--- src/hdl/rssgsp_pkg.sv ---
// ============================================================================
// rssgsp_pkg: shared types, widths and codes of the safe-gap speed planner
// Field widths, register map, zone codes, the result bundle and the width
// functions that follow from the fixed-point fraction width.
// ============================================================================
package rssgsp_pkg;

    // Default fraction width of every fixed-point quantity.
    localparam int FRAC_BITS_DEF = 8;

    // Field widths.
    localparam int OWN_SPEED_W = 16;
    localparam int REL_SPEED_W = 16;
    localparam int GAP_W       = 20;
    localparam int SAFE_W      = 24;
    localparam int ZONE_W      = 3;

    // Register widths.
    localparam int RHO_W = 10;
    localparam int ACC_W = 12;
    localparam int BRK_W = 12;
    localparam int CAP_W = 16;

    // Derived datapath widths that do not depend on the fraction width.
    localparam int RA_W   = RHO_W + ACC_W;     // rho * a
    localparam int RAR_W  = RA_W + RHO_W;      // rho * a * rho
    localparam int CM_W   = OWN_SPEED_W + 1;   // |v + rel|
    localparam int DEN_W  = BRK_W + 1;         // 2 * braking
    localparam int ZC_W   = SAFE_W + 4;        // 11 * d
    localparam int DIV_STEP = 3;               // quotient bits per divider stage

    // APB register file.
    localparam int APB_AW    = 5;
    localparam int APB_DW    = 32;
    localparam int REG_IDX_W = APB_AW - 2;

    localparam logic [REG_IDX_W-1:0] REG_REACTION_TIME  = 3'd0;
    localparam logic [REG_IDX_W-1:0] REG_MAX_ACCEL      = 3'd1;
    localparam logic [REG_IDX_W-1:0] REG_EGO_MIN_BRAKE  = 3'd2;
    localparam logic [REG_IDX_W-1:0] REG_LEAD_MAX_BRAKE = 3'd3;
    localparam logic [REG_IDX_W-1:0] REG_SPEED_CAP      = 3'd4;

    localparam logic [RHO_W-1:0] RST_REACTION_TIME  = 10'd256;
    localparam logic [ACC_W-1:0] RST_MAX_ACCEL      = 12'd512;
    localparam logic [BRK_W-1:0] RST_EGO_MIN_BRAKE  = 12'd1024;
    localparam logic [BRK_W-1:0] RST_LEAD_MAX_BRAKE = 12'd2048;
    localparam logic [CAP_W-1:0] RST_SPEED_CAP      = 16'd7680;

    // Gap zones.
    localparam logic [ZONE_W-1:0] ZONE_ACCEL = 3'd0;
    localparam logic [ZONE_W-1:0] ZONE_HOLD  = 3'd1;
    localparam logic [ZONE_W-1:0] ZONE_SOFT  = 3'd2;
    localparam logic [ZONE_W-1:0] ZONE_WARN  = 3'd3;
    localparam logic [ZONE_W-1:0] ZONE_EMERG = 3'd4;

    typedef struct packed {
        logic [RHO_W-1:0] reaction_time;
        logic [ACC_W-1:0] max_accel;
        logic [BRK_W-1:0] ego_min_brake;
        logic [BRK_W-1:0] lead_max_brake;
        logic [CAP_W-1:0] speed_cap;
    } cfg_t;

    typedef struct packed {
        logic [OWN_SPEED_W-1:0] target_speed;
        logic                   collision_warning;
        logic                   emergency_brake;
        logic [ZONE_W-1:0]      gap_zone;
        logic [SAFE_W-1:0]      safe_gap;
    } res_t;

    function automatic int max_i(input int a, input int b);
        return (a > b) ? a : b;
    endfunction

    // Speed after reaction: v + (rho*a >> F).
    function automatic int vr_w(input int f);
        return max_i(OWN_SPEED_W, RA_W - f) + 1;
    endfunction

    // Reaction distance (rho*v >> F).
    function automatic int t1_w(input int f);
        return RHO_W + OWN_SPEED_W - f;
    endfunction

    // Acceleration distance during reaction (a*rho*rho >> 2F+1).
    function automatic int t2_w(input int f);
        return max_i(1, RAR_W - 2 * f - 1);
    endfunction

    function automatic int t12_w(input int f);
        return max_i(t1_w(f), t2_w(f)) + 1;
    endfunction

    // Dividend and quotient width of both braking divisions.
    function automatic int quo_w(input int f);
        return max_i(2 * vr_w(f), 2 * CM_W);
    endfunction

    // Signed raw safe distance t1 + t2 + t3 - t4.
    function automatic int dr_w(input int f);
        return max_i(t12_w(f), quo_w(f)) + 2;
    endfunction

    // Signed set-speed sum v + delta.
    function automatic int tg_w(input int f);
        return max_i(OWN_SPEED_W, f + 3) + 2;
    endfunction

endpackage

--- src/hdl/rssgsp_back.sv ---
// ============================================================================
// rssgsp_back: safe distance, zone choice, set speed and output buffer
// Four register stages after the divisions, then an output register with a
// skid entry; the skid entry holds the pipeline when the consumer stalls.
// ============================================================================
module rssgsp_back
#(
    parameter int FRAC_BITS = rssgsp_pkg::FRAC_BITS_DEF
)
(
    input  logic                                     clk,
    input  logic                                     rst_n,
    input  logic                                     in_valid,
    input  logic [rssgsp_pkg::t12_w(FRAC_BITS)-1:0]  t12,
    input  logic [rssgsp_pkg::quo_w(FRAC_BITS)-1:0]  t3,
    input  logic [rssgsp_pkg::quo_w(FRAC_BITS)-1:0]  t4,
    input  logic [rssgsp_pkg::OWN_SPEED_W-1:0]       speed,
    input  logic [rssgsp_pkg::GAP_W-1:0]             gap,
    input  logic                                     present,
    input  logic [rssgsp_pkg::CAP_W-1:0]             speed_cap,
    output logic                                     en,
    output logic                                     out_valid,
    input  logic                                     out_ready,
    output rssgsp_pkg::res_t                         res
);
    import rssgsp_pkg::*;

    localparam int DR_W = dr_w(FRAC_BITS);
    localparam int TG_W = tg_w(FRAC_BITS);

    localparam logic signed [DR_W-1:0] D_FLOOR = DR_W'(5) << FRAC_BITS;
    localparam logic signed [DR_W-1:0] D_SAT   = DR_W'({SAFE_W{1'b1}});

    localparam logic signed [TG_W-1:0] DLT_ACCEL = TG_W'(64'sd1 << (FRAC_BITS - 1));
    localparam logic signed [TG_W-1:0] DLT_SOFT  = -DLT_ACCEL;
    localparam logic signed [TG_W-1:0] DLT_WARN  = -TG_W'(64'sd5 << (FRAC_BITS - 2));
    localparam logic signed [TG_W-1:0] DLT_EMERG = -TG_W'(64'sd5 << (FRAC_BITS - 1));

    // Stage A: raw safe distance
    logic                    sa_vld_reg;
    logic signed [DR_W-1:0]  sa_d_reg;
    logic [OWN_SPEED_W-1:0]  sa_v_reg;
    logic [GAP_W-1:0]        sa_gap_reg;
    logic                    sa_pres_reg;
    // Stage B: floored and saturated safe distance
    logic                    sb_vld_reg;
    logic [SAFE_W-1:0]       sb_d_reg;
    logic [OWN_SPEED_W-1:0]  sb_v_reg;
    logic [GAP_W-1:0]        sb_gap_reg;
    logic                    sb_pres_reg;
    // Stage C: zone
    logic                    sc_vld_reg;
    logic [SAFE_W-1:0]       sc_d_reg;
    logic [OWN_SPEED_W-1:0]  sc_v_reg;
    logic [ZONE_W-1:0]       sc_zone_reg;
    // Stage D: finished result
    logic                    sd_vld_reg;
    res_t                    sd_res_reg;
    // Output register and skid entry
    logic                    out_vld_reg;
    res_t                    out_res_reg;
    logic                    skid_vld_reg;
    res_t                    skid_res_reg;

    logic signed [DR_W-1:0]  d_raw_next;
    logic [SAFE_W-1:0]       d_next;
    logic [ZC_W-1:0]         g_x2;
    logic [ZC_W-1:0]         g_x4;
    logic [ZC_W-1:0]         g_x10;
    logic [ZC_W-1:0]         d_x1;
    logic [ZC_W-1:0]         d_x9;
    logic [ZC_W-1:0]         d_x11;
    logic [ZONE_W-1:0]       zone_next;
    logic signed [TG_W-1:0]  delta;
    logic signed [TG_W-1:0]  tgt_sum;
    logic signed [TG_W-1:0]  cap_s;
    logic [OWN_SPEED_W-1:0]  tgt_next;
    res_t                    res_next;
    logic                    transfer;

    // Stage A: t1 + t2 + t3 - t4
    assign d_raw_next = DR_W'(t12) + DR_W'(t3) - DR_W'(t4);

    // Stage B: floor at 5 m, saturate at the top of the field
    always_comb
    begin
        if (sa_d_reg < D_FLOOR)
            d_next = SAFE_W'(D_FLOOR);
        else if (sa_d_reg > D_SAT)
            d_next = SAFE_W'(D_SAT);
        else
            d_next = SAFE_W'(sa_d_reg);
    end

    // Stage C: gap ratio against 1.1, 0.9, 0.5 and 0.25 of the safe distance
    assign g_x2  = ZC_W'(sb_gap_reg) << 1;
    assign g_x4  = ZC_W'(sb_gap_reg) << 2;
    assign g_x10 = (ZC_W'(sb_gap_reg) << 3) + (ZC_W'(sb_gap_reg) << 1);
    assign d_x1  = ZC_W'(sb_d_reg);
    assign d_x9  = (d_x1 << 3) + d_x1;
    assign d_x11 = (d_x1 << 3) + (d_x1 << 1) + d_x1;

    always_comb
    begin
        if (!sb_pres_reg)
            zone_next = ZONE_ACCEL;
        else if (g_x10 >= d_x11)
            zone_next = ZONE_ACCEL;
        else if ((g_x2 >= d_x1) && (g_x10 <= d_x9))
            zone_next = ZONE_SOFT;
        else if ((g_x4 >= d_x1) && (g_x2 < d_x1))
            zone_next = ZONE_WARN;
        else if (g_x4 < d_x1)
            zone_next = ZONE_EMERG;
        else
            zone_next = ZONE_HOLD;
    end

    // Stage D: half the zone acceleration on top of ego speed, clamped
    always_comb
    begin
        case (sc_zone_reg)
            ZONE_ACCEL: delta = DLT_ACCEL;
            ZONE_SOFT:  delta = DLT_SOFT;
            ZONE_WARN:  delta = DLT_WARN;
            ZONE_EMERG: delta = DLT_EMERG;
            default:    delta = '0;
        endcase
    end

    assign tgt_sum = TG_W'(sc_v_reg) + delta;
    assign cap_s   = TG_W'(speed_cap);

    always_comb
    begin
        if (tgt_sum < 0)
            tgt_next = '0;
        else if (tgt_sum > cap_s)
            tgt_next = speed_cap;
        else
            tgt_next = OWN_SPEED_W'(tgt_sum);
    end

    always_comb
    begin
        res_next.target_speed      = tgt_next;
        res_next.collision_warning = (sc_zone_reg == ZONE_WARN) || (sc_zone_reg == ZONE_EMERG);
        res_next.emergency_brake   = (sc_zone_reg == ZONE_EMERG);
        res_next.gap_zone          = sc_zone_reg;
        res_next.safe_gap          = sc_d_reg;
    end

    // Freeze every stage while the skid entry is occupied.
    assign en       = ~skid_vld_reg;
    assign transfer = en & sd_vld_reg;

    always_ff @(posedge clk or negedge rst_n)
    begin
        if (!rst_n)
        begin
            sa_vld_reg <= 1'b0;
            sb_vld_reg <= 1'b0;
            sc_vld_reg <= 1'b0;
            sd_vld_reg <= 1'b0;
        end
        else if (en)
        begin
            sa_vld_reg <= in_valid;
            sb_vld_reg <= sa_vld_reg;
            sc_vld_reg <= sb_vld_reg;
            sd_vld_reg <= sc_vld_reg;
        end
    end

    always_ff @(posedge clk)
    begin
        if (en)
        begin
            sa_d_reg    <= d_raw_next;
            sa_v_reg    <= speed;
            sa_gap_reg  <= gap;
            sa_pres_reg <= present;

            sb_d_reg    <= d_next;
            sb_v_reg    <= sa_v_reg;
            sb_gap_reg  <= sa_gap_reg;
            sb_pres_reg <= sa_pres_reg;

            sc_d_reg    <= sb_pres_reg ? sb_d_reg : '0;
            sc_v_reg    <= sb_v_reg;
            sc_zone_reg <= zone_next;

            sd_res_reg  <= res_next;
        end
    end

    // Output register plus one skid entry.
    always_ff @(posedge clk or negedge rst_n)
    begin
        if (!rst_n)
        begin
            out_vld_reg  <= 1'b0;
            skid_vld_reg <= 1'b0;
        end
        else if (skid_vld_reg)
        begin
            if (out_ready)
                skid_vld_reg <= 1'b0;
        end
        else if (transfer)
        begin
            if (out_vld_reg && !out_ready)
                skid_vld_reg <= 1'b1;
            else
                out_vld_reg <= 1'b1;
        end
        else if (out_ready)
        begin
            out_vld_reg <= 1'b0;
        end
    end

    always_ff @(posedge clk)
    begin
        if (skid_vld_reg)
        begin
            if (out_ready)
                out_res_reg <= skid_res_reg;
        end
        else if (transfer)
        begin
            if (out_vld_reg && !out_ready)
                skid_res_reg <= sd_res_reg;
            else
                out_res_reg <= sd_res_reg;
        end
    end

    assign out_valid = out_vld_reg;
    assign res       = out_res_reg;

endmodule
--- config.mk ---
export PLATFORM = sky130hd
export DESIGN_NAME = rssgsp_back
export DESIGN_NICKNAME = d
export VERILOG_FILES = /design/src/hdl/rssgsp_pkg.sv /design/src/hdl/rssgsp_back.sv
export SDC_FILE = /design/constraint.sdc
export NUM_CORES = 1
export LEC_CHECK = 0
export BUFFER_PORTS_ARGS = -buffer_cell sky130_fd_sc_hd__buf_2
export CORE_UTILIZATION = 65
export CTS_CLUSTER_SIZE = 14
export DETAILED_ROUTE_END_ITERATION = 7
export PLACE_DENSITY_LB_ADDON = 0.3
export REMOVE_ABC_BUFFERS = 1
export SLEW_MARGIN = 20
export SYNTH_ARGS = -nofsm -noshare
export SYNTH_HDL_FRONTEND = slang
export SYNTH_SLANG_ARGS = --single-unit
--- constraint.sdc ---
create_clock -name clk -period 16.7 [get_ports clk]
set_clock_uncertainty 0.05 [all_clocks]
set_input_delay 2.505 -clock clk [delete_from_list [all_inputs] [get_ports clk]]
set_output_delay 2.505 -clock clk [all_outputs]
set_load 0.05 [all_outputs]
After elaboration in Yosys (flattened, before gate mapping)
Index checks and enable logic that the tools add are counted.

Bits in registers: 318. Latch bits: 0. Bits in writable memories: 0. Memory bits (read-only): 0. Input bits: 144. Output and inout port bits: 47. Word-level logic and storage cells: 93. Memories kept: 0.

Add/sub/neg operators: 7. Multiply operators: 0. Div/mod/pow operators: 0. Magnitude comparators: 10. Equal/unequal tests: 6. Shift-type cells: 0. Muxes and demuxes: 17. Bitwise logic cells: 3. Reductions and logical operators: 15.

Operators by type and width (count): 45-bit 2-to-1 mux (4); 18-bit case mux with 4 select lines (1); 36-bit by 25-bit > comparator with 1-bit output (second input constant) (1); 36-bit by 12-bit < comparator with 1-bit output (second input constant) (1); 35-bit by 34-bit subtractor with 36-bit output (1); 19-bit by 34-bit adder with 35-bit output (1); 27-bit by 24-bit adder with 28-bit output (1); 27-bit by 25-bit adder with 28-bit output (1); 28-bit by 24-bit adder with 28-bit output (1); 24-bit by 28-bit >= comparator with 1-bit output (1); 24-bit by 28-bit <= comparator with 1-bit output (1); 23-bit by 21-bit adder with 24-bit output (1); 21-bit by 24-bit >= comparator with 1-bit output (1); 22-bit by 24-bit >= comparator with 1-bit output (1); 21-bit by 24-bit < comparator with 1-bit output (1); 22-bit by 24-bit < comparator with 1-bit output (1); 24-bit 2-to-1 mux (1); 16-bit by 18-bit adder with 18-bit output (1); 18-bit by 17-bit > comparator with 1-bit output (1); 18-bit by 1-bit < comparator with 1-bit output (second input constant) (1); 16-bit 2-to-1 mux (1); 3-bit AND reduction (3); 1-bit 2-to-1 mux (7); 3-bit by 2-bit equality test with 1-bit output (second input constant) (2); other kinds (14) (22).

Depth between registers and ports, before layout
Gate-level depths: netlist of run 1.

Depth after elaboration: 5. Depth in mapped cells: 23. Gate-level depth less buffers: 23.

Worst setup path before layout of run 1
Ideal clock, no wire load.

Path kind: reg-to-output. Start point: register skid_vld_reg. End point: output port en. Arrival: 5.114 ns. Data required time: 14.145 ns. Setup slack: 9.031 ns. Cell stages (with the launch flop): 3. Buffers on the path: 1. Cell sequence: dfrtp_1 clkbuf_1 inv_1.

Word-level cells in the longest chain between the ends: 1.

Ends and longest elaborated chain: start: declaration (RTL line rssgsp_back.sv:62) `logic skid_vld_reg;`; start signal: assignment (RTL line rssgsp_back.sv:203) `skid_vld_reg <= 1'b0;`; start signal: assignment (RTL line rssgsp_back.sv:208) `skid_vld_reg <= 1'b0;`; start signal: assignment (RTL line rssgsp_back.sv:213) `skid_vld_reg <= 1'b1;`; 1-bit inverter (no source line); end: declaration (RTL line rssgsp_back.sv:21) `output logic en,`.

No other way between the ends.

Worst setup path after layout of run 1
Start point: register sb_d_reg[3]. End point: register sc_zone_reg[1] (data pin).

Word-level cells in the longest chain between the ends: 4. Elaborated cells between the ends (all ways): 13. Those cells by class: add/sub: 3; order compare: 5; mux: 2; reduce/logical: 3.

Ends and longest elaborated chain: start: declaration (RTL line rssgsp_back.sv:47) `logic [SAFE_W-1:0] sb_d_reg;`; start signal: assignment (RTL line rssgsp_back.sv:184) `sb_d_reg <= d_next;`; 27-bit by 25-bit adder with 28-bit output, or another cell as far along (RTL line rssgsp_back.sv:101) `assign d_x11 = (d_x1 << 3) + (d_x1 << 1) + d_x1;`; 28-bit by 24-bit adder with 28-bit output, or another cell as far along (RTL line rssgsp_back.sv:101); 24-bit by 28-bit >= comparator with 1-bit output, or another cell as far along (RTL line rssgsp_back.sv:107) `else if (g_x10 >= d_x11)`; 2-bit OR reduction (no source line) or 2-bit 2-to-1 mux (tied branches); end signal: assignment (RTL line rssgsp_back.sv:191) `sc_zone_reg <= zone_next;`; end: declaration (RTL line rssgsp_back.sv:55) `logic [ZONE_W-1:0] sc_zone_reg;`.

Parallel ways exist; a longest one is shown, timed or not. A chain may end at the register's enable or synchronous reset.

==> results of run 1 <==
==> synthesized netlist by cell type (all sizes together) (16+ instances only) <==
library cell	number	area, sq um
clkbuf	16	60.1
nor3	22	110
nand2	50	188
nand3	22	110
nor2b	20	125
edfxtp	312	9370
fa	46	921
and2	29	181
a211oi	16	125
mux2i	19	190
a21o	64	480
nand4	21	131
mux2	49	552
xnor2	57	499
a21oi	101	509
o21a	19	143
o21ai	68	340
inv	172	646
nor2	128	480
xor2	33	289
ha	227	2840
==> stage by stage <==
step | utilization [%] | setup slack, ns | area [sq um] | instances | hold slack, ns
2_1_floorplan | - | 8.38 | 19600 | 1636 | 0.350
3_3_place_gp | 71.2 | 10.89 | 21200 | 2221 | 0.350
3_5_place_dp | 71.2 | 10.78 | 21200 | 2221 | 0.355
4_1_cts | 74.5 | 10.95 | 22200 | 2274 | 0.365
5_1_grt | 74.5 | 10.38 | 22200 | 2275 | 0.368
6_report | 74.5 | 10.91 | 22200 | 2275 | 0.364
==> area by class of cell <==
type	instances	area [sq um]
Sequential cell	318	9520
Multi-Input combinational cell	1146	9500
Fill cell	1963	7560
Timing Repair Buffer	195	988
Clock buffer	35	791
Inverter	172	653
Tap cell	390	488
Clock inverter	18	209
Antenna cell	1	2.50
==> worst reg2reg max path: cells and delay by family, from the launching register on <==
family	cells	cell delay [ns]
DFF	1	0.49
and+or+nand+nor	3	0.48
AOI/OAI and AO/OA	11	2.90
buffers and inverters	2	0.22
adders and majority gates	3	1.21
xor gates and xnor gates	1	0.18
==> kinds of logic after synthesis <==
logic type	count (synthesis)	share of synthesized area, %
AO/OA/AOI/OAI	365	12.5
adder cells (fa/ha/maj)	273	19.1
multiplexers	68	3.76
AND/OR/NAND/NOR	350	8.79
flip-flops	318	48.2
XOR/XNOR	90	4.00
buffers and inverters	191	3.68
==> per-layer routing <==
layer	up-vias	global-route usage [%]	share of wire, %
met2	371	43.7	49
li1	6529	-	-
met4	0	8.08	2.8
met3	83	3.32	4.7
met1	6239	32.0	43
met5	-	0	0
==> path summary, 6_finish.rpt <==
| check | startpoint | endpoint | slack, ns | cells past startpoint |
|---|---|---|---|---|
| worst min-delay path | sa_gap_reg[1] | sb_gap_reg[1] | 0.36 | 0 |
| worst min register to register | sa_gap_reg[1] | sb_gap_reg[1] | 0.36 | 0 |
| worst max register to register | sb_d_reg[3] | sc_zone_reg[1] | 10.91 | 20 |
| worst max-delay path | sb_d_reg[3] | sc_zone_reg[1] | 10.91 | 20 |
| min in group asynchronous | rst_n | out_valid | 1.71 | 1 |
| max in group asynchronous | rst_n | skid_vld_reg | 14.74 | 1 |
==> load_flow_metrics.sql, run 1 <==
INSERT INTO impl_metrics (metric_group, metric, value, unit) VALUES
('setup_path', 'startpoint_to_endpoint_class_of_the_critical_path', 'register to register', ''),
('route', 'dr.first_iter.drc_count', '551', ''),
('timing', 'slew-limit-headroom', '25.7', '%'),
('synthesis', 'synth_cell_area', '19700', 'sq um'),
('synthesis', 'async_flop_share', '1.89', '%'),
('placed_design', 'place.gp.congestion', '0.928', ''),
('route', 'vias_per_cell', '5.81', ''),
('setup_path', 'cp-end-kind', 'register', ''),
('global_route', 'maximum_number_of_pins_on_one_net_before_global_route_repair', '91', ''),
('placed_design', 'place.port_buffers', '190', ''),
('route', 'drc', '0', ''),
('setup_path', 'category_of_cells_accounting_for_the_largest_share_of_critical_path_delay', 'compound AO/OA/AOI/OAI gates', ''),
('synthesis', 'synth_flop_type', 'sky130_fd_sc_hd__edfxtp_1', ''),
('clocking', 'clock_sinks', '318', ''),
('setup_path', 'critical_path.startpoint_type', 'register', ''),
('synthesis', 'netlist_instances', '1655', ''),
('global_route', 'gr-total-overflow', '0', ''),
('cells_and_area', 'layout_commonest_cell', 'sky130_fd_sc_hd__edfxtp_1', ''),
('route', 'drtAntennaViolNets', '0', ''),
('floorplan', 'die_width', '176', 'um'),
('floorplan', 'initial_core_util', '66.4', '%'),
('floorplan', 'chipHeight', '176', 'um'),
('global_route', 'grtUsageTotal', '24.9', '%'),
('clocking', 'holdBufCountCts', '0', ''),
('setup_path', 'critPathRequiredTime', '16.94', 'ns'),
('timing', 'finalMaxSlewViolations', '0', ''),
('global_route', 'antenna_found_initial', '2', ''),
('synthesis', 'synth_enable_flop_cells', '312', ''),
('timing', 'setup_total_negative_slack', '0', 'ns'),
('setup_path', 'cpMaxStageDelayCell', 'sky130_fd_sc_hd__fa_1', ''),
('route', 'post_drt_wl_per_cell', '16.9', 'um'),
('floorplan', 'top_ports', '191', ''),
('route', 'detail_route.first_pass.iterations', '5', ''),
('setup_path', 'slowest_delay', '0.62', 'ns'),
('global_route', 'grt_pass1_vias', '13000', ''),
('route', 'totalWireLength', '38500', 'um'),
('global_route', 'grt_pass1_wl', '61900', 'um'),
('floorplan', 'fp.coreArea', '29700', 'sq um'),
('setup_path', 'timing.critical_path.buf_inv', '2', ''),
('placed_design', 'place_hpwl', '29100', 'um'),
('floorplan', 'placement_rows', '63', ''),
('run', 'cap_violations', '0', ''),
('route', 'via_count', '13200', ''),
('synthesis', 'ys_ff_latch', '318', ''),
('cells_and_area', 'syn_to_final_growth', '12.3', '%'),
('setup_path', 'arrival_time_at_the_worst_endpoint', '6.03', 'ns'),
('clocking', 'htree_levels', '1', ''),
('cells_and_area', 'layout_cells_sized_above_1', '16.7', '%'),
('synthesis', 'ys_seq_area_share', '48.2', '%'),
('setup_path', 'crit_path_cell_trace', 'inv_1 -> fa_1 -> inv_1 -> ha_1 -> a21oi_1 -> nand4b_1 -> a31oi_1 -> a221o_1 -> a21oi_1 -> o21ai_0 -> xnor2_1 -> ha_1 -> and4_1 -> nand4_1 -> a2111oi_0 -> a21oi_1 -> a311oi_1 -> o21ai_0 -> o41ai_2 -> a21oi_1', ''),
('cells_and_area', 'design.final.nets', '2281', ''),
('setup_path', 'critical_path_peak_fanout', '6', ''),
('clocking', 'cts_repair_resize_count', '0', ''),
('timing', 'tightest_slew', '1.11', 'ns'),
('clocking', 'cts_made_buffers', '31', ''),
('clocking', 'ctsRootBufferMaster', 'sky130_fd_sc_hd__clkbuf_16', ''),
('floorplan', 'design.die.area', '31100', 'sq um'),
('clocking', 'clock_latency', '0.58', 'ns'),
('cells_and_area', 'layout_common_cells', 'sky130_fd_sc_hd__edfxtp_1 (312), sky130_fd_sc_hd__ha_1 (227), sky130_fd_sc_hd__buf_2 (190), sky130_fd_sc_hd__inv_1 (171), sky130_fd_sc_hd__nor2_1 (128)', ''),
('timing', 'rsz_0062_raised_after_global_routing', 'no', ''),
('clocking', 'cts_setup_buffers', '0', ''),
('timing', 'period_share', '34.7', '%'),
('timing', 'clock.fmax', '173', 'MHz'),
('synthesis', 'synth_warnings', '0', ''),
('clocking', 'worst_setup_hold_path_clk_slew', '0.06', 'ns'),
('timing', 'timing.final.crit_period', '5.79', 'ns'),
('worst_hold_path', 'min_path_type', 'register to register', ''),
('clocking', 'cts_tree', 'yes', ''),
('synthesis', 'synth.distinct_cells', '77', ''),
('run_status', 'status', 'finished, final reports clean', ''),
('timing', 'timing.final.setup_violations', '0', ''),
('synthesis', 'postSynthAreaPerCell', '11.9', 'sq um'),
('setup_path', 'crit_path_frequent_cell', 'sky130_fd_sc_hd__a21oi_1', ''),
('clocking', 'maximum_root_to_sink_buffer_count', '3', ''),
('timing', 'hold_violations', '0', '');
Power of run 1 is left out: the tool's default activity adds up to more than one toggle a clock period on the data nets, which glitch-free logic cannot reach.
==> inputs of run 2 (changes only) <==
- ABC_AREA: unset -> 1
- CORE_UTILIZATION: 65 -> 61
- clock period: 16.7 -> 5.9 ns (I/O delays scaled with it)
==> run 2 against run 1 <==
Compared with the run above: routed wire length increased by 18%; die area up 12%; register-to-register slack got worse by 9.4 ns; critical path type unchanged; critical path depth rose by 2; hold slack lost 0.24 ns; cell area up 5.0%; core utilization fell by 5.0 points; non-clock buffer count stayed put; clock-buffer cell count up 6; sequential share of layout area decreased by 2.1 points; cell count increased by 26%; maximum frequency increased by 32%.
==> load_flow_metrics.sql, run 2 <==
INSERT INTO impl_metrics (metric_group, metric, value, unit) VALUES
('global_route', 'grt_pass1_vias', '15500', ''),
('global_route', 'grtUsageTotal', '27.1', '%'),
('cells_and_area', 'diodes', '0', ''),
('cells_and_area', 'post_layout_nonfiller_instances', '2858', ''),
('worst_hold_path', 'min_path_type', 'input pin to asynchronous set/reset pin', ''),
('floorplan', 'top_ports', '191', ''),
('global_route', 'gr-total-overflow', '0', ''),
('route', 'drtAntennaViolNets', '0', ''),
('setup_path', 'arrival_time_at_the_worst_endpoint', '4.58', 'ns'),
('timing', 'clock.fmax', '227', 'MHz'),
('clocking', 'worst_setup_hold_path_clk_slew', '0.07', 'ns'),
('clocking', 'cts_tree', 'yes', ''),
('setup_path', 'critPathRequiredTime', '6.09', 'ns'),
('clocking', 'htree_levels', '2', ''),
('cells_and_area', 'design.final.nets', '2802', ''),
('setup_path', 'crit_path_cell_trace', 'inv_1 -> nor2_1 -> nor2_1 -> inv_1 -> ha_1 -> nand2_1 -> inv_1 -> a21oi_1 -> o21ai_2 -> a21oi_2 -> xor2_1 -> ha_1 -> nand2_1 -> inv_1 -> nand2_1 -> nor2_1 -> nand2_1 -> nand3_1 -> nand2_1 -> nand2_4 -> nand2_1 -> a21oi_1', ''),
('clocking', 'cts_setup_buffers', '0', ''),
('route', 'vias_per_cell', '5.42', ''),
('placed_design', 'placed_cells_incl_taps', '2797', ''),
('clocking', 'cts_repair_resize_count', '0', ''),
('timing', 'timing.final.crit_period', '4.40', 'ns'),
('cells_and_area', 'layout_common_cells', 'sky130_fd_sc_hd__nand2_1 (509), sky130_fd_sc_hd__inv_1 (334), sky130_fd_sc_hd__edfxtp_1 (312), sky130_fd_sc_hd__ha_1 (227), sky130_fd_sc_hd__a21oi_1 (200)', ''),
('setup_path', 'critical_path.startpoint_type', 'register', ''),
('placed_design', 'dp_worst_setup_slack', '1.50', 'ns'),
('timing', 'timing.final.setup_violations', '0', ''),
('placed_design', 'place.gp.congestion', '0.977', ''),
('setup_path', 'startpoint_to_endpoint_class_of_the_critical_path', 'register to register', ''),
('clocking', 'maximum_root_to_sink_buffer_count', '3', ''),
('synthesis', 'synth_warnings', '0', ''),
('synthesis', 'netlist_top_cells_area', 'sky130_fd_sc_hd__edfxtp_1 (45%), sky130_fd_sc_hd__ha_1 (14%), sky130_fd_sc_hd__nand2_1 (9.2%)', ''),
('run', 'cap_violations', '0', ''),
('synthesis', 'async_flop_share', '1.89', '%'),
('route', 'via_count', '15500', ''),
('route', 'detail_route.first_pass.iterations', '5', ''),
('setup_path', 'timing.critical_path.buf_inv', '4', ''),
('clocking', 'holdBufCountCts', '0', ''),
('setup_path', 'cpMaxStageDelayCell', 'sky130_fd_sc_hd__nand2_1', ''),
('setup_path', 'slowest_delay', '0.44', 'ns'),
('timing', 'hold_violations', '0', ''),
('synthesis', 'synth_flop_type', 'sky130_fd_sc_hd__edfxtp_1', ''),
('floorplan', 'initial_core_util', '61.9', '%'),
('cells_and_area', 'layout_cells_sized_above_1', '11.0', '%'),
('timing', 'period_share', '74.5', '%'),
('clocking', 'ctsRootBufferMaster', 'sky130_fd_sc_hd__clkbuf_16', ''),
('synthesis', 'synth.distinct_cells', '50', ''),
('synthesis', 'ys_ff_latch', '318', ''),
('synthesis', 'synth_cell_area', '20700', 'sq um'),
('synthesis', 'postSynthAreaPerCell', '9.50', 'sq um'),
('synthesis', 'ys_seq_area_share', '46.0', '%'),
('timing', 'slew-limit-headroom', '34.5', '%'),
('synthesis', 'netlist_instances', '2177', ''),
('cells_and_area', 'layout_commonest_cell', 'sky130_fd_sc_hd__nand2_1', ''),
('setup_path', 'category_of_cells_accounting_for_the_largest_share_of_critical_path_delay', 'simple AND/OR/NAND/NOR gates', ''),
('floorplan', 'chipHeight', '186', 'um'),
('cells_and_area', 'syn_to_final_growth', '12.5', '%'),
('floorplan', 'fp.coreArea', '33400', 'sq um'),
('synthesis', 'synth_enable_flop_cells', '312', ''),
('floorplan', 'placement_rows', '67', ''),
('setup_path', 'crit_path_frequent_cell', 'sky130_fd_sc_hd__nand2_1', ''),
('global_route', 'antenna_found_initial', '0', ''),
('timing', 'tightest_slew', '0.983', 'ns'),
('synthesis', 'count_leader_synth', 'sky130_fd_sc_hd__nand2_1', ''),
('route', 'dr.first_iter.drc_count', '903', ''),
('global_route', 'maximum_number_of_pins_on_one_net_before_global_route_repair', '149', ''),
('setup_path', 'cp-end-kind', 'register', ''),
('route', 'post_drt_wl_per_cell', '15.9', 'um'),
('global_route', 'grt_pass1_wl', '73400', 'um'),
('synthesis', 'synth_cell_count_leaders', 'sky130_fd_sc_hd__nand2_1 (509), sky130_fd_sc_hd__inv_1 (334), sky130_fd_sc_hd__edfxtp_1 (312)', ''),
('timing', 'rsz_0062_raised_after_global_routing', 'no', ''),
('placed_design', 'place_hpwl', '35800', 'um'),
('clocking', 'clock_latency', '0.53', 'ns'),
('synthesis', 'synth.top_cell.area_share', '45.3', '%'),
('synthesis', 'synthDominantAreaCellType', 'sky130_fd_sc_hd__edfxtp_1', ''),
('clocking', 'cts_made_buffers', '34', ''),
('floorplan', 'design.die.area', '34700', 'sq um'),
('clocking', 'clock_sinks', '318', ''),
('route', 'totalWireLength', '45400', 'um'),
('route', 'drc', '0', ''),
('setup_path', 'critical_path_peak_fanout', '17', ''),
('placed_design', 'place.port_buffers', '190', ''),
('run_status', 'status', 'finished, final reports clean', ''),
('timing', 'finalHoldWorstSlack', '0.122', 'ns'),
('floorplan', 'die_width', '186', 'um'),
('timing', 'worst_slack', '1.50', 'ns'),
('timing', 'finalMaxSlewViolations', '0', '');
## run 2: cell count changes after synthesis, moves of 19 or more
cell | previous run | this run
sky130_fd_sc_hd__mux2_2 | 49 | 0
sky130_fd_sc_hd__xnor2_1 | 57 | 33
sky130_fd_sc_hd__a21oi_1 | 100 | 200
sky130_fd_sc_hd__mux2i_1 | 19 | 0
sky130_fd_sc_hd__nor2b_1 | 20 | 0
sky130_fd_sc_hd__and2_1 | 29 | 2
sky130_fd_sc_hd__a21o_1 | 64 | 12
sky130_fd_sc_hd__nand3_1 | 22 | 76
sky130_fd_sc_hd__nand2_1 | 50 | 509
sky130_fd_sc_hd__xor2_1 | 33 | 66
sky130_fd_sc_hd__inv_1 | 172 | 334
## run 2: kinds of logic after synthesis
group / Yosys count / synth area share (%)
adder cells (fa/ha/maj): 273 / 18.2
XOR/XNOR: 100 / 4.32
buffers and inverters: 359 / 6.69
flip-flops: 318 / 46.0
AO/OA/AOI/OAI: 349 / 9.56
AND/OR/NAND/NOR: 778 / 15.2
## run 2: metrics by stage
step,setup TNS (ns),util [%],cell area (sq um)
6_report,0,69.6,23300
5_1_grt,0,69.6,23300
4_1_cts,0,69.6,23300
3_5_place_dp,0,66.3,22200
3_3_place_gp,0,66.2,22200
2_1_floorplan,-1071.70,-,20600
## run 2: final cells by class
| type | count | area [sq um] |
|---|---|---|
| repair buffers | 195 | 1000 |
| fillers | 2584 | 10200 |
| well taps | 448 | 561 |
| clock inverters | 20 | 210 |
| inverters | 336 | 1270 |
| clock buffers | 41 | 898 |
| multi-input cells | 1500 | 9810 |
| flip-flops and latches | 318 | 9520 |
## run 2: per-layer routing
layer | GRT usage, % | vias up | wire length, um
li1 | - | 7759 | -
met3 | 3.00 | 113 | 1960
met4 | 11.0 | 0 | 1770
met2 | 48.0 | 467 | 22300
met5 | 0 | - | 0
met1 | 33.9 | 7141 | 19400
## run 2: path summary, 6_finish.rpt
kind	slack, ns	end	from	cells past startpoint
min in group clk	0.36	sb_gap_reg[8]	sa_gap_reg[8]	0
max in group asynchronous	5.53	sc_vld_reg	rst_n	1
setup reg to reg	1.50	sd_res_reg[39]	sc_zone_reg[2]	22
hold reg to reg	0.36	sb_gap_reg[8]	sa_gap_reg[8]	0
hold / removal	0.12	sb_vld_reg	rst_n	1
setup / recovery	1.50	sd_res_reg[39]	sc_zone_reg[2]	22
## run 2: worst register-to-register path: cells and delay by family, from the launching register on
| family | cells | cell delay [ns] |
|---|---|---|
| flip-flops | 1 | 0.42 |
| adder cells (fa/ha/maj) | 2 | 0.69 |
| XOR/XNOR | 1 | 0.23 |
| AO/OA/AOI/OAI | 4 | 0.61 |
| AND/OR/NAND/NOR | 11 | 1.63 |
| buffers and inverters | 4 | 0.49 |
Power of run 2 is left out for the same reason.
==> inputs of run 3 (changes only) <==
- CORE_UTILIZATION: 61 -> 55
- clock period: 5.9 -> 4 ns (I/O delays scaled with it)
==> run 3 against run 2 <==
Compared with the run above: core utilization decreased by 3.5 points; critical path type unchanged; maximum frequency grew 15%; flip-flop and latch count unchanged; cell area up 4.5%; first-iteration DRC count up 6.8%; worst setup slack worse by 1.3 ns; non-clock buffer count up 85; global-route usage fell by 1.4 points; highest routed layer unchanged.
==> load_flow_metrics.sql, run 3 (synthesized netlist as in run 2, its figures left out) <==
INSERT INTO impl_metrics (metric_group, metric, value, unit) VALUES
('clocking', 'maximum_root_to_sink_buffer_count', '3', ''),
('timing', 'timing.final.setup_violations', '0', ''),
('timing', 'timing.final.crit_period', '3.84', 'ns'),
('timing', 'period_share', '96.0', '%'),
('cells_and_area', 'syn_to_final_growth', '17.6', '%'),
('placed_design', 'place.gp.congestion', '0.953', ''),
('route', 'via_count', '15900', ''),
('route', 'dr.first_iter.drc_count', '964', ''),
('setup_path', 'cp-end-kind', 'register', ''),
('placed_design', 'place.port_buffers', '190', ''),
('run_status', 'status', 'finished, final reports clean', ''),
('floorplan', 'chipHeight', '196', 'um'),
('global_route', 'maximum_number_of_pins_on_one_net_before_global_route_repair', '165', ''),
('setup_path', 'critical_path_peak_fanout', '4', ''),
('floorplan', 'die_width', '196', 'um'),
('cells_and_area', 'layout_common_cells', 'sky130_fd_sc_hd__nand2_1 (501), sky130_fd_sc_hd__inv_1 (333), sky130_fd_sc_hd__edfxtp_1 (312), sky130_fd_sc_hd__ha_1 (219), sky130_fd_sc_hd__buf_2 (190)', ''),
('route', 'totalWireLength', '48800', 'um'),
('placed_design', 'detailed_place.area', '22600', 'sq um'),
('global_route', 'grt_pass1_wl', '78100', 'um'),
('cells_and_area', 'final_util', '66.1', '%'),
('timing', 'slew-limit-headroom', '28.1', '%'),
('route', 'vias_per_cell', '5.37', ''),
('timing', 'tightest_slew', '1.08', 'ns'),
('setup_path', 'arrival_time_at_the_worst_endpoint', '4.07', 'ns'),
('setup_path', 'startpoint_to_endpoint_class_of_the_critical_path', 'register to register', ''),
('timing', 'rsz_0062_raised_after_global_routing', 'yes', ''),
('setup_path', 'critPathRequiredTime', '4.23', 'ns'),
('cells_and_area', 'diodes', '0', ''),
('worst_hold_path', 'min_path_type', 'input pin to register', ''),
('clocking', 'clock_sinks', '318', ''),
('clocking', 'cts_made_buffers', '34', ''),
('floorplan', 'fp.coreArea', '36800', 'sq um'),
('cells_and_area', 'design.final.nets', '2887', ''),
('global_route', 'gr-total-overflow', '0', ''),
('floorplan', 'placement_rows', '70', ''),
('setup_path', 'critical_path.startpoint_type', 'register', ''),
('global_route', 'grtUsageTotal', '25.8', '%'),
('global_route', 'grt_pass1_vias', '15800', ''),
('clocking', 'worst_setup_hold_path_clk_slew', '0.07', 'ns'),
('clocking', 'cts_tree', 'yes', ''),
('cells_and_area', 'layout_cells_sized_above_1', '16.7', '%'),
('route', 'drc', '0', ''),
('cells_and_area', 'layout_commonest_cell', 'sky130_fd_sc_hd__nand2_1', ''),
('global_route', 'antenna_found_initial', '0', ''),
('clocking', 'ctsRootBufferMaster', 'sky130_fd_sc_hd__clkbuf_16', ''),
('floorplan', 'design.die.area', '38400', 'sq um'),
('clocking', 'clock_latency', '0.53', 'ns'),
('timing', 'clock.fmax', '260', 'MHz'),
('route', 'drtAntennaViolNets', '0', ''),
('floorplan', 'top_ports', '191', ''),
('clocking', 'htree_levels', '2', ''),
('route', 'post_drt_wl_per_cell', '16.5', 'um'),
('run', 'cap_violations', '0', ''),
('floorplan', 'initial_core_util', '56.2', '%'),
('placed_design', 'place_hpwl', '38500', 'um'),
('timing', 'finalMaxSlewViolations', '0', ''),
('cells_and_area', 'post-route-cell-area', '24300', 'sq um'),
('route', 'detail_route.first_pass.iterations', '5', ''),
('timing', 'hold_violations', '0', '');
==> run 3: repair_timing <==
action | CTS | global route
setup buffers | 3 | 22
pin swaps | 0 | 22
gates resized for setup | 3 | 83
setup endpoints to repair | 3 | 19
hold endpoints to repair | 6 | 0
hold buffers | 1 | 0
==> run 3: worst paths after layout <==
kind / start / end / slack, ns / depth (start not counted)
max in group asynchronous: rst_n / out_valid / 3.39 / 2
hold reg to reg: sa_v_reg[1] / sb_v_reg[1] / 0.35 / 0
min in group asynchronous: rst_n / sb_vld_reg / 0.37 / 2
hold / removal: gap[0] / sa_gap_reg[0] / 0.19 / 1
setup / recovery: sb_d_reg[3] / sc_zone_reg[0] / 0.16 / 19
setup reg to reg: sb_d_reg[3] / sc_zone_reg[0] / 0.16 / 19
==> run 3: area by class of cell <==
class,instances,area (sq um)
fill,2951,12500
multi-input combinational,1500,10100
sequential,318,9520
timing repair buffer,280,1650
inverter,336,1270
clock buffer,43,926
tap,468,586
clock inverter,19,229
==> run 3: critical path, cell delays in order, from the launching register on <==
cell and delay [ns]:
sky130_fd_sc_hd__edfxtp_1 0.43, sky130_fd_sc_hd__buf_4 0.18, sky130_fd_sc_hd__fa_1 0.47, sky130_fd_sc_hd__ha_1 0.40
sky130_fd_sc_hd__nand2_1 0.15, sky130_fd_sc_hd__nor2_2 0.19, sky130_fd_sc_hd__a21oi_2 0.10, sky130_fd_sc_hd__o31ai_2 0.29
sky130_fd_sc_hd__a21oi_2 0.10, sky130_fd_sc_hd__xor2_1 0.17, sky130_fd_sc_hd__ha_1 0.30, sky130_fd_sc_hd__nand2_1 0.09
sky130_fd_sc_hd__o21ai_1 0.15, sky130_fd_sc_hd__nand2_1 0.06, sky130_fd_sc_hd__o211ai_1 0.09, sky130_fd_sc_hd__a21oi_1 0.09
sky130_fd_sc_hd__nand2_1 0.09, sky130_fd_sc_hd__nand2_2 0.07, sky130_fd_sc_hd__nand3_2 0.08, sky130_fd_sc_hd__nor2_1 0.05
==> run 3: stage by stage <==
step           setup WS (ns)  setup TNS [ns]  hold WS [ns]  instances
2_1_floorplan          -6.53        -1759.22         0.254       2154
3_3_place_gp         -0.0815          -0.200         0.350       2876
3_5_place_dp          -0.103          -0.246         0.355       2876
4_1_cts              0.00534               0         0.165       2942
5_1_grt              -0.0809          -0.764         0.177       2964
6_report               0.160               0         0.193       2964
==> run 3: per-layer routing <==
metal / GRT usage (%) / up-vias / wire (um)
met2: 44.4 / 466 / 23700
met4: 9.17 / 0 / 1580
li1: - / 7939 / -
met3: 2.22 / 92 / 1920
met1: 34.1 / 7419 / 21600
met5: 0 / - / 0
Power of run 3 is left out for the same reason.
